`src/pma_pkg.sv`:
```
// shared constants and types of the polynomial multiply-add block
package pma_pkg;

    localparam int MAX_DEGREE = 31;
    localparam int CAPACITY   = MAX_DEGREE + 1;
    localparam int ADDR_W     = $clog2(CAPACITY);
    localparam int COUNT_W    = $clog2(CAPACITY + 1);
    localparam int COEFF_W    = 32;
    localparam int POWER_W    = 6;

    localparam int CMDQ_DEPTH = 4;
    localparam int CMDQ_PTR_W = $clog2(CMDQ_DEPTH);
    localparam int OUTQ_DEPTH = 4;
    localparam int OUTQ_PTR_W = $clog2(OUTQ_DEPTH);
    localparam int OUTQ_CNT_W = $clog2(OUTQ_DEPTH + 1);

    typedef enum logic [1:0] {
        CMD_FIRST,
        CMD_SECOND,
        CMD_RUN
    } cmd_kind_t;

    typedef struct packed {
        cmd_kind_t            kind;
        logic [COEFF_W-1:0]   value;
        logic                 mul;
    } cmd_t;

    typedef struct packed {
        logic [COEFF_W-1:0]   coeff;
        logic [POWER_W-1:0]   power;
        logic                 last;
        logic                 too_long;
    } result_t;

    typedef enum logic [1:0] {
        BK_IDLE,
        BK_START,
        BK_RUN
    } back_state_t;

endpackage

```
`src/polynomial_multiply_add.sv`:
```
// top level of the polynomial adder / schoolbook multiplier
//
//  channel  | handshake        | payload
//  ---------+------------------+-----------------------------------------
//  input    | push / full      | operand, coeff_in, last_coeff, mode
//  result   | empty / pop      | coeff_out, power, last_out, too_long
//
// the back end stores coefficient loads while idle; a four-entry command queue
// sits in front. an operation with result length T runs a setup state, then
// issues T terms (add) or T*(T+1)/2 terms (multiply), one term per cycle while
// the result queue has room, through the single 32x32 multiplier.
// the four-entry result queue throttles term issue when pop is held low.
// reset clears all counts and queues; store contents are undefined until written.
module polynomial_multiply_add (
    input  logic                               clk,
    input  logic                               rst_n,
    input  logic                               push,
    output logic                               full,
    input  logic                               operand,
    input  logic signed [pma_pkg::COEFF_W-1:0] coeff_in,
    input  logic                               last_coeff,
    input  logic                               mode,
    output logic                               empty,
    input  logic                               pop,
    output logic signed [pma_pkg::COEFF_W-1:0] coeff_out,
    output logic [pma_pkg::POWER_W-1:0]        power,
    output logic                               last_out,
    output logic                               too_long
);

    import pma_pkg::*;

    logic                  cmd_valid;
    cmd_t                  cmd;
    logic                  cmd_pop;
    logic [OUTQ_CNT_W-1:0] res_count;
    logic                  res_push;
    result_t               res_in;
    result_t               res_out;

    pma_front u_front (
        .clk        (clk),
        .rst_n      (rst_n),
        .push       (push),
        .full       (full),
        .operand    (operand),
        .coeff_in   (coeff_in),
        .last_coeff (last_coeff),
        .mode       (mode),
        .cmd_valid  (cmd_valid),
        .cmd        (cmd),
        .cmd_pop    (cmd_pop)
    );

    pma_back u_back (
        .clk       (clk),
        .rst_n     (rst_n),
        .cmd_valid (cmd_valid),
        .cmd       (cmd),
        .cmd_pop   (cmd_pop),
        .res_count (res_count),
        .res_push  (res_push),
        .res_in    (res_in)
    );

    pma_outq u_outq (
        .clk       (clk),
        .rst_n     (rst_n),
        .res_push  (res_push),
        .res_in    (res_in),
        .res_count (res_count),
        .empty     (empty),
        .pop       (pop),
        .res_out   (res_out)
    );

    assign coeff_out = res_out.coeff;
    assign power     = res_out.power;
    assign last_out  = res_out.last;
    assign too_long  = res_out.too_long;

endmodule

```
`src/pma_ram.sv`:
```
// generic single-write, single-read ram with registered read data
module pma_ram #(
    parameter int WIDTH = 32,
    parameter int DEPTH = 32
) (
    input  logic                     clk,
    input  logic                     we,
    input  logic [$clog2(DEPTH)-1:0] waddr,
    input  logic [WIDTH-1:0]         wdata,
    input  logic [$clog2(DEPTH)-1:0] raddr,
    output logic [WIDTH-1:0]         rdata
);

    logic [WIDTH-1:0] mem [DEPTH];

    always_ff @(posedge clk)
    begin
        if (we)
        begin
            mem[waddr] <= wdata;
        end
        rdata <= mem[raddr];
    end

endmodule

```
`src/pma_front.sv`:
```
// front end: accepts input transactions, classifies them and queues commands
module pma_front (
    input  logic                      clk,
    input  logic                      rst_n,
    input  logic                      push,
    output logic                      full,
    input  logic                      operand,
    input  logic [pma_pkg::COEFF_W-1:0] coeff_in,
    input  logic                      last_coeff,
    input  logic                      mode,
    output logic                      cmd_valid,
    output pma_pkg::cmd_t             cmd,
    input  logic                      cmd_pop
);

    import pma_pkg::*;

    cmd_t                  queue_reg [CMDQ_DEPTH];
    logic [CMDQ_PTR_W-1:0] wptr_reg;
    logic [CMDQ_PTR_W-1:0] rptr_reg;
    logic [CMDQ_PTR_W:0]   count_reg;
    cmd_t                  cmd_in;
    logic                  do_push;
    logic                  do_pop;

    always_comb
    begin
        cmd_in.value = coeff_in;
        cmd_in.mul   = mode;
        priority if (!operand)
        begin
            cmd_in.kind = CMD_FIRST;
        end
        else if (last_coeff)
        begin
            cmd_in.kind = CMD_RUN;
        end
        else
        begin
            cmd_in.kind = CMD_SECOND;
        end
    end

    assign full      = (count_reg == (CMDQ_PTR_W + 1)'(CMDQ_DEPTH));
    assign cmd_valid = (count_reg != '0);
    assign cmd       = queue_reg[rptr_reg];
    assign do_push   = push && !full;
    assign do_pop    = cmd_pop && cmd_valid;

    always_ff @(posedge clk or negedge rst_n)
    begin
        if (!rst_n)
        begin
            wptr_reg  <= '0;
            rptr_reg  <= '0;
            count_reg <= '0;
        end
        else
        begin
            if (do_push)
            begin
                wptr_reg <= wptr_reg + 1'b1;
            end
            if (do_pop)
            begin
                rptr_reg <= rptr_reg + 1'b1;
            end
            if (do_push && !do_pop)
            begin
                count_reg <= count_reg + 1'b1;
            end
            else if (!do_push && do_pop)
            begin
                count_reg <= count_reg - 1'b1;
            end
        end
    end

    always_ff @(posedge clk)
    begin
        if (do_push)
        begin
            queue_reg[wptr_reg] <= cmd_in;
        end
    end

endmodule

```
`src/pma_outq.sv`:
```
// result queue in front of the output ports
module pma_outq (
    input  logic                          clk,
    input  logic                          rst_n,
    input  logic                          res_push,
    input  pma_pkg::result_t              res_in,
    output logic [pma_pkg::OUTQ_CNT_W-1:0] res_count,
    output logic                          empty,
    input  logic                          pop,
    output pma_pkg::result_t              res_out
);

    import pma_pkg::*;

    result_t               queue_reg [OUTQ_DEPTH];
    logic [OUTQ_PTR_W-1:0] wptr_reg;
    logic [OUTQ_PTR_W-1:0] rptr_reg;
    logic [OUTQ_CNT_W-1:0] count_reg;
    logic                  do_pop;

    assign empty     = (count_reg == '0);
    assign res_count = count_reg;
    assign res_out   = queue_reg[rptr_reg];
    assign do_pop    = pop && !empty;

    always_ff @(posedge clk or negedge rst_n)
    begin
        if (!rst_n)
        begin
            wptr_reg  <= '0;
            rptr_reg  <= '0;
            count_reg <= '0;
        end
        else
        begin
            if (res_push)
            begin
                wptr_reg <= wptr_reg + 1'b1;
            end
            if (do_pop)
            begin
                rptr_reg <= rptr_reg + 1'b1;
            end
            if (res_push && !do_pop)
            begin
                count_reg <= count_reg + 1'b1;
            end
            else if (!res_push && do_pop)
            begin
                count_reg <= count_reg - 1'b1;
            end
        end
    end

    always_ff @(posedge clk)
    begin
        if (res_push)
        begin
            queue_reg[wptr_reg] <= res_in;
        end
    end

endmodule

```
`src/pma_back.sv`:
```
// back end: coefficient stores, term sequencer and multiply-accumulate pipeline
module pma_back (
    input  logic                           clk,
    input  logic                           rst_n,
    input  logic                           cmd_valid,
    input  pma_pkg::cmd_t                  cmd,
    output logic                           cmd_pop,
    input  logic [pma_pkg::OUTQ_CNT_W-1:0] res_count,
    output logic                           res_push,
    output pma_pkg::result_t               res_in
);

    import pma_pkg::*;

    back_state_t          state_reg;
    back_state_t          state_next;

    logic [COUNT_W-1:0]   first_count_reg;
    logic [COUNT_W-1:0]   second_count_reg;
    logic                 ovf_reg;
    logic                 mul_reg;
    logic                 run_ovf_reg;
    logic [POWER_W-1:0]   k_reg;
    logic [POWER_W-1:0]   i_reg;
    logic [POWER_W-1:0]   last_k_reg;

    logic                 s1_valid_reg;
    logic                 s1_fv_reg;
    logic                 s1_gv_reg;
    logic                 s1_last_term_reg;
    logic [POWER_W-1:0]   s1_k_reg;
    logic [POWER_W-1:0]   s1_last_k_reg;
    logic                 s1_mul_reg;
    logic                 s1_ovf_reg;

    logic                 s2_valid_reg;
    logic [COEFF_W-1:0]   s2_term_reg;
    logic                 s2_last_term_reg;
    logic [POWER_W-1:0]   s2_k_reg;
    logic [POWER_W-1:0]   s2_last_k_reg;
    logic                 s2_ovf_reg;

    logic [COEFF_W-1:0]   acc_reg;

    logic                 first_we;
    logic                 second_we;
    logic                 issue;
    logic                 term_done;
    logic                 k_done;
    logic                 first_full;
    logic                 second_full;
    logic [POWER_W-1:0]   gidx;
    logic [COEFF_W-1:0]   first_rdata;
    logic [COEFF_W-1:0]   second_rdata;
    logic [COEFF_W-1:0]   f_val;
    logic [COEFF_W-1:0]   g_val;
    logic [COEFF_W-1:0]   prod;
    logic [COEFF_W-1:0]   term;
    logic [COEFF_W-1:0]   sum;
    logic [COUNT_W-1:0]   n1_eff;
    logic [COUNT_W:0]     span;
    logic [POWER_W-1:0]   last_k_next;
    logic [OUTQ_CNT_W:0]  inflight;
    logic                 credit_ok;

    pma_ram #(
        .WIDTH (COEFF_W),
        .DEPTH (CAPACITY)
    ) u_first_ram (
        .clk   (clk),
        .we    (first_we),
        .waddr (first_count_reg[ADDR_W-1:0]),
        .wdata (cmd.value),
        .raddr (i_reg[ADDR_W-1:0]),
        .rdata (first_rdata)
    );

    pma_ram #(
        .WIDTH (COEFF_W),
        .DEPTH (CAPACITY)
    ) u_second_ram (
        .clk   (clk),
        .we    (second_we),
        .waddr (second_count_reg[ADDR_W-1:0]),
        .wdata (cmd.value),
        .raddr (gidx[ADDR_W-1:0]),
        .rdata (second_rdata)
    );

    assign first_full  = (first_count_reg == COUNT_W'(CAPACITY));
    assign second_full = (second_count_reg == COUNT_W'(CAPACITY));
    assign gidx        = mul_reg ? (k_reg - i_reg) : k_reg;
    assign term_done   = (i_reg == k_reg);
    assign k_done      = (k_reg == last_k_reg);

    // results in the output queue or already on their way to it
    assign inflight  = (OUTQ_CNT_W + 1)'(res_count)
                     + (OUTQ_CNT_W + 1)'(s1_valid_reg && s1_last_term_reg)
                     + (OUTQ_CNT_W + 1)'(s2_valid_reg && s2_last_term_reg);
    assign credit_ok = (inflight < (OUTQ_CNT_W + 1)'(OUTQ_DEPTH));

    // result length, less one
    always_comb
    begin
        n1_eff = (first_count_reg == '0) ? COUNT_W'(1) : first_count_reg;
        if (mul_reg)
        begin
            span = {1'b0, n1_eff} + {1'b0, second_count_reg} - (COUNT_W + 1)'(2);
        end
        else if (n1_eff > second_count_reg)
        begin
            span = {1'b0, n1_eff} - (COUNT_W + 1)'(1);
        end
        else
        begin
            span = {1'b0, second_count_reg} - (COUNT_W + 1)'(1);
        end
        last_k_next = span[POWER_W-1:0];
    end

    always_comb
    begin
        state_next = state_reg;
        unique case (state_reg)
            BK_IDLE:
            begin
                if (cmd_valid && (cmd.kind == CMD_RUN))
                begin
                    state_next = BK_START;
                end
            end
            BK_START:
            begin
                state_next = BK_RUN;
            end
            BK_RUN:
            begin
                if (issue && term_done && k_done)
                begin
                    state_next = BK_IDLE;
                end
            end
            default:
            begin
                state_next = BK_IDLE;
            end
        endcase
    end

    always_comb
    begin
        cmd_pop   = (state_reg == BK_IDLE) && cmd_valid;
        first_we  = cmd_pop && (cmd.kind == CMD_FIRST) && !first_full;
        second_we = cmd_pop && ((cmd.kind == CMD_SECOND) || (cmd.kind == CMD_RUN))
                    && !second_full;
        issue     = (state_reg == BK_RUN) && credit_ok;
    end

    always_ff @(posedge clk or negedge rst_n)
    begin
        if (!rst_n)
        begin
            state_reg        <= BK_IDLE;
            first_count_reg  <= '0;
            second_count_reg <= '0;
            ovf_reg          <= 1'b0;
            mul_reg          <= 1'b0;
            run_ovf_reg      <= 1'b0;
            k_reg            <= '0;
            i_reg            <= '0;
            last_k_reg       <= '0;
            s1_valid_reg     <= 1'b0;
            s2_valid_reg     <= 1'b0;
            acc_reg          <= '0;
        end
        else
        begin
            state_reg <= state_next;

            if (cmd_pop)
            begin
                unique case (cmd.kind)
                    CMD_FIRST:
                    begin
                        if (first_full)
                        begin
                            ovf_reg <= 1'b1;
                        end
                        else
                        begin
                            first_count_reg <= first_count_reg + 1'b1;
                        end
                    end
                    CMD_SECOND, CMD_RUN:
                    begin
                        if (second_full)
                        begin
                            ovf_reg <= 1'b1;
                        end
                        else
                        begin
                            second_count_reg <= second_count_reg + 1'b1;
                        end
                        if (cmd.kind == CMD_RUN)
                        begin
                            mul_reg <= cmd.mul;
                        end
                    end
                    default:
                    begin
                        ovf_reg <= ovf_reg;
                    end
                endcase
            end

            if (state_reg == BK_START)
            begin
                last_k_reg  <= last_k_next;
                k_reg       <= '0;
                i_reg       <= '0;
                run_ovf_reg <= ovf_reg;
            end

            if (issue)
            begin
                if (term_done)
                begin
                    if (k_done)
                    begin
                        first_count_reg  <= '0;
                        second_count_reg <= '0;
                        ovf_reg          <= 1'b0;
                    end
                    else
                    begin
                        k_reg <= k_reg + 1'b1;
                        i_reg <= mul_reg ? '0 : (k_reg + 1'b1);
                    end
                end
                else
                begin
                    i_reg <= i_reg + 1'b1;
                end
            end

            s1_valid_reg <= issue;
            s2_valid_reg <= s1_valid_reg;

            if (s2_valid_reg)
            begin
                acc_reg <= s2_last_term_reg ? '0 : sum;
            end
        end
    end

    // operand fetch and term forming
    assign f_val = s1_fv_reg ? first_rdata : '0;
    assign g_val = s1_gv_reg ? second_rdata : '0;
    assign prod  = f_val * g_val;
    assign term  = s1_mul_reg ? prod : (f_val + g_val);
    assign sum   = acc_reg + s2_term_reg;

    always_ff @(posedge clk)
    begin
        s1_fv_reg        <= ({1'b0, i_reg} < {1'b0, first_count_reg});
        s1_gv_reg        <= ({1'b0, gidx} < {1'b0, second_count_reg});
        s1_last_term_reg <= term_done;
        s1_k_reg         <= k_reg;
        s1_last_k_reg    <= last_k_reg;
        s1_mul_reg       <= mul_reg;
        s1_ovf_reg       <= run_ovf_reg;

        s2_term_reg      <= term;
        s2_last_term_reg <= s1_last_term_reg;
        s2_k_reg         <= s1_k_reg;
        s2_last_k_reg    <= s1_last_k_reg;
        s2_ovf_reg       <= s1_ovf_reg;
    end

    always_comb
    begin
        res_push        = s2_valid_reg && s2_last_term_reg;
        res_in.coeff    = sum;
        res_in.power    = s2_k_reg;
        res_in.last     = (s2_k_reg == s2_last_k_reg);
        res_in.too_long = s2_ovf_reg;
    end

endmodule

```
`config.mk`:
```
export PLATFORM = sky130hd
export DESIGN_NAME = polynomial_multiply_add
export DESIGN_NICKNAME = d
export VERILOG_FILES = /design/src/pma_pkg.sv /design/src/polynomial_multiply_add.sv /design/src/pma_ram.sv /design/src/pma_front.sv /design/src/pma_outq.sv /design/src/pma_back.sv
export SDC_FILE = /design/constraint.sdc
export NUM_CORES = 2
export LEC_CHECK = 0
export BUFFER_PORTS_ARGS = -buffer_cell sky130_fd_sc_hd__buf_2
export CORE_MARGIN = 4
export CORE_UTILIZATION = 45
export DETAILED_ROUTE_END_ITERATION = 8
export HOLD_SLACK_MARGIN = 0.06
export SLEW_MARGIN = 20
export SYNTH_ARGS = -nofsm -noshare
export SYNTH_HDL_FRONTEND = slang
export SYNTH_HIERARCHICAL = 1
export SYNTH_SLANG_ARGS = --single-unit
```
`constraint.sdc`:
```
create_clock -name clk -period 18.48 [get_ports clk]
set_clock_uncertainty 0.15 [all_clocks]
set_input_delay 0.924 -clock clk [delete_from_list [all_inputs] [get_ports clk]]
set_output_delay 0.924 -clock clk [all_outputs]
set_load 0.005 [all_outputs]
```
==> metrics.md <==
| Metric | Value |
|---|---|
| Core area | `between 200000 and 300000 um^2` |
| Remaining Overflow, GRT | `0` |
| Clock Root Buffer | `clkbuf_16` |
| Die Span X | `518 um` |
| Final slew viol count | `0` |
| Worst Hold Class | `input pin to flop` |
| Detailed Route Iter0 Violations | `roughly 6000` |
| Critical Path Fanout Max | `49` |
| Synth cell types | `76` |
| Post-Syn Nets | `roughly 8500` |
| Least-Margin Pin Slew | `between 1 and 1.5 ns` |
| Gate Count Post-Synth | `between 7000 and 8000` |
| Core Util, Final | `0.505` |
| Final Hold Fails | `0` |
| CTS Buffer Depth | `4` |
| Dpl cells | `roughly 11000` |
| Hpwl dp | `roughly 190000 um` |
| EDFF count, synth | `about 2300` |
| Share of the synthesized area in the top cell type | `0.603` |
| Top cells by area, synth | `edfxtp_1 (60%), mux2i_1 (8.8%), fa_1 (7.1%), ha_1 (2.5%), dfxtp_1 (2.2%)` |
| Nets | `a little under 9000` |
| DRT Pass-1 Iters | `6` |
| Max-slew headroom | `0.201` |
| Number of fill cells | `21471` |
| Crit. End Element | `flop` |
| RSZ-0062 raised after global routing | `false` |
| Vias | `roughly 66000` |
| WS Path Type | `flop to flop` |
| CTS H-tree lvls | `5` |
| First-pass GRT wire length | `~450000 um` |
| Commonest register cell after synthesis | `edfxtp_1` |
| Tcrit/Tclk final | `0.499` |
| Tmin final | `a little over 9 ns` |
| Initial antenna violation count | `15` |
| Area delta synth->final | `11.3%` |
| Worst Path Required | `between 15 and 20 ns` |
| Area leader, netlist | `edfxtp_1` |
| Setup Viol. Count Final | `0` |
| DR vias/cell | `5.69` |
| Post-detailed-route count of antenna-violating nets | `0` |
| Input/output buffers | `80` |
| Postcts setup bufs | `0` |
| Resize count post-CTS | `0` |
| Die area | `~270000 um^2` |
| Share of layout cells above drive strength 1 | `0.102` |
| Clock tree sinks | `~2600` |
| TritonCTS clock tree | `done` |
| Post-Layout Cell Count | `approximately 12000` |
| Total Wirelength | `between 300000 and 400000 um` |
| Multi-input gate area | `38500 um^2` |
| CP Data Arrival Time | `9.82 ns` |
| Top-count cell post-synth | `edfxtp_1` |
| Chip Height | `approximately 520 um` |
| Vias in the first global route | `between 60000 and 70000` |
| # DRC | `0` |
| Synth cell count leaders | `edfxtp_1 (2348), mux2i_1 (1031), nand2_1 (517)` |
| Syn Area/Cell | `between 15 and 20 um^2` |
| Reg2Reg Depth | `24` |
| Worst-Skew Late Latency | `0.88 ns` |
| Mapped Area | `approximately 120000 um^2` |
| CTS buffer count | `between 200 and 300` |
| Final Wtd Congestion | `0.935` |
| Fmax | `~0.11 GHz` |
| Clock transition at path regs | `about 0.060 ns` |
| Outcome | `finished clean` |
| Largest net degree at the start of global routing | `116` |
| Sequential fraction of the synthesis area | `0.642` |
| Max-cap violations | `0` |
| Initial Util | `0.454` |
| Post-DR wirelength/cell | `approximately 27 um` |
| Hold path depth | `1` |
| GR Util All Layers | `0.225` |
| Post-synth ARST share | `0.0324` |
| Sequential Area | `around 75000 um^2` |
| Setup tns final | `0 ns` |
| Startpoint types | `flop` |
| Io pins | `81` |
| Ys Warns | `6` |
| Register bit count reported by yosys | `between 2000 and 3000` |
| Rows | `between 150 and 200` |
==> metal layers <==
metal,track usage,part of all wire
met5,0,0.00017
met4,0.0602,0.027
met3,0.0343,0.063
met2,0.357,0.47
met1,0.327,0.44
==> cell type report <==
type                    instances  area share
diodes                         13    0.000250
clock buffers                 361      0.0575
clock inverters               134     0.00941
inverters                     492      0.0142
multi-input cells            4374       0.295
flip-flops and latches       2558       0.577
well taps                    3384      0.0325
repair buffers                258      0.0139
==> critical path, cell delays in order, from the launching register on <==
cell and delay, ns:
dfxtp_2 0.31, buf_4 0.43, nand2_1 0.81, inv_1 0.57, ha_1 0.34, fa_1 0.47
fa_1 0.45, fa_1 0.55, inv_1 0.05, fa_1 0.47, inv_1 0.04, ha_1 0.27
ha_1 0.29, fa_1 0.51, fa_1 0.42, ha_1 0.36, a211oi_1 0.35, o21ai_0 0.21
a311oi_1 0.44, o31a_1 0.33, a21oi_1 0.24, a311o_1 0.45, o31ai_1 0.26, xnor2_1 0.10
a211oi_1 0.22
==> timing repair <==
action	in CTS	in global routing
hold endpoints to repair	31	0
hold buffers	2	0
endpoints found under the setup margin	0	0
==> placed cells by master, fill, tap and decap left out, drive strengths merged, types with 236 or more instances in the layout <==
master  instances
a21oi         282
buf           256
clkbuf        361
edfxtp       2348
fa            414
ha            236
inv           490
mux2i        1031
nand2         517
nor2          469
==> cell families (layout without fill, tap and decap cells) <==
| family | Yosys count | in the layout | share of synthesized area |
|---|---|---|---|
| flops | 2558 | 2558 | 0.642 |
| simple gates | 1475 | 1475 | 0.0549 |
| mux | 1115 | 1115 | 0.104 |
| compound gates | 955 | 955 | 0.0553 |
| buf+inv | 856 | 1245 | 0.0335 |
| fa+ha+maj | 650 | 650 | 0.0961 |
| xor+xnor | 179 | 179 | 0.0141 |
| other cells | 0 | 13 | 0 |
==> metrics by stage <==
| stage | hold slack (ns) | area, um^2 | setup slack (ns) |
|---|---|---|---|
| after floorplan | 0.160 | 117000 | 10.49 |
| after global placement | 0.160 | 121000 | 9.73 |
| after detailed placement | 0.162 | 121000 | 9.42 |
| after CTS | 0.0602 | 130000 | 9.39 |
| after global routing | 0.0833 | 130000 | 8.90 |
| final | 0.130 | 130000 | 9.26 |
==> path summary, 6_finish.rpt <==
path                                            start  slack, ns                                 to
setup / recovery             u_back/s1_gv_reg$_DFF_P_       9.26     u_back/s2_term_reg[31]$_DFF_P_
hold / removal                            coeff_in[5]       0.13  u_front/queue_reg[3][6]$_DFFE_PP_
setup reg to reg             u_back/s1_gv_reg$_DFF_P_       9.26     u_back/s2_term_reg[31]$_DFF_P_
hold reg to reg            u_back/s1_k_reg[4]$_DFF_P_       0.17         u_back/s2_k_reg[4]$_DFF_P_
max in group asynchronous                       rst_n      16.35          u_back/i_reg[0]$_DFF_PN0_
min in group asynchronous                       rst_n       0.43      u_back/acc_reg[7]$_DFFE_PN0P_
Power is left out: the tool's default activity adds up to more than one toggle a clock period on the data nets, which glitch-free logic cannot reach.
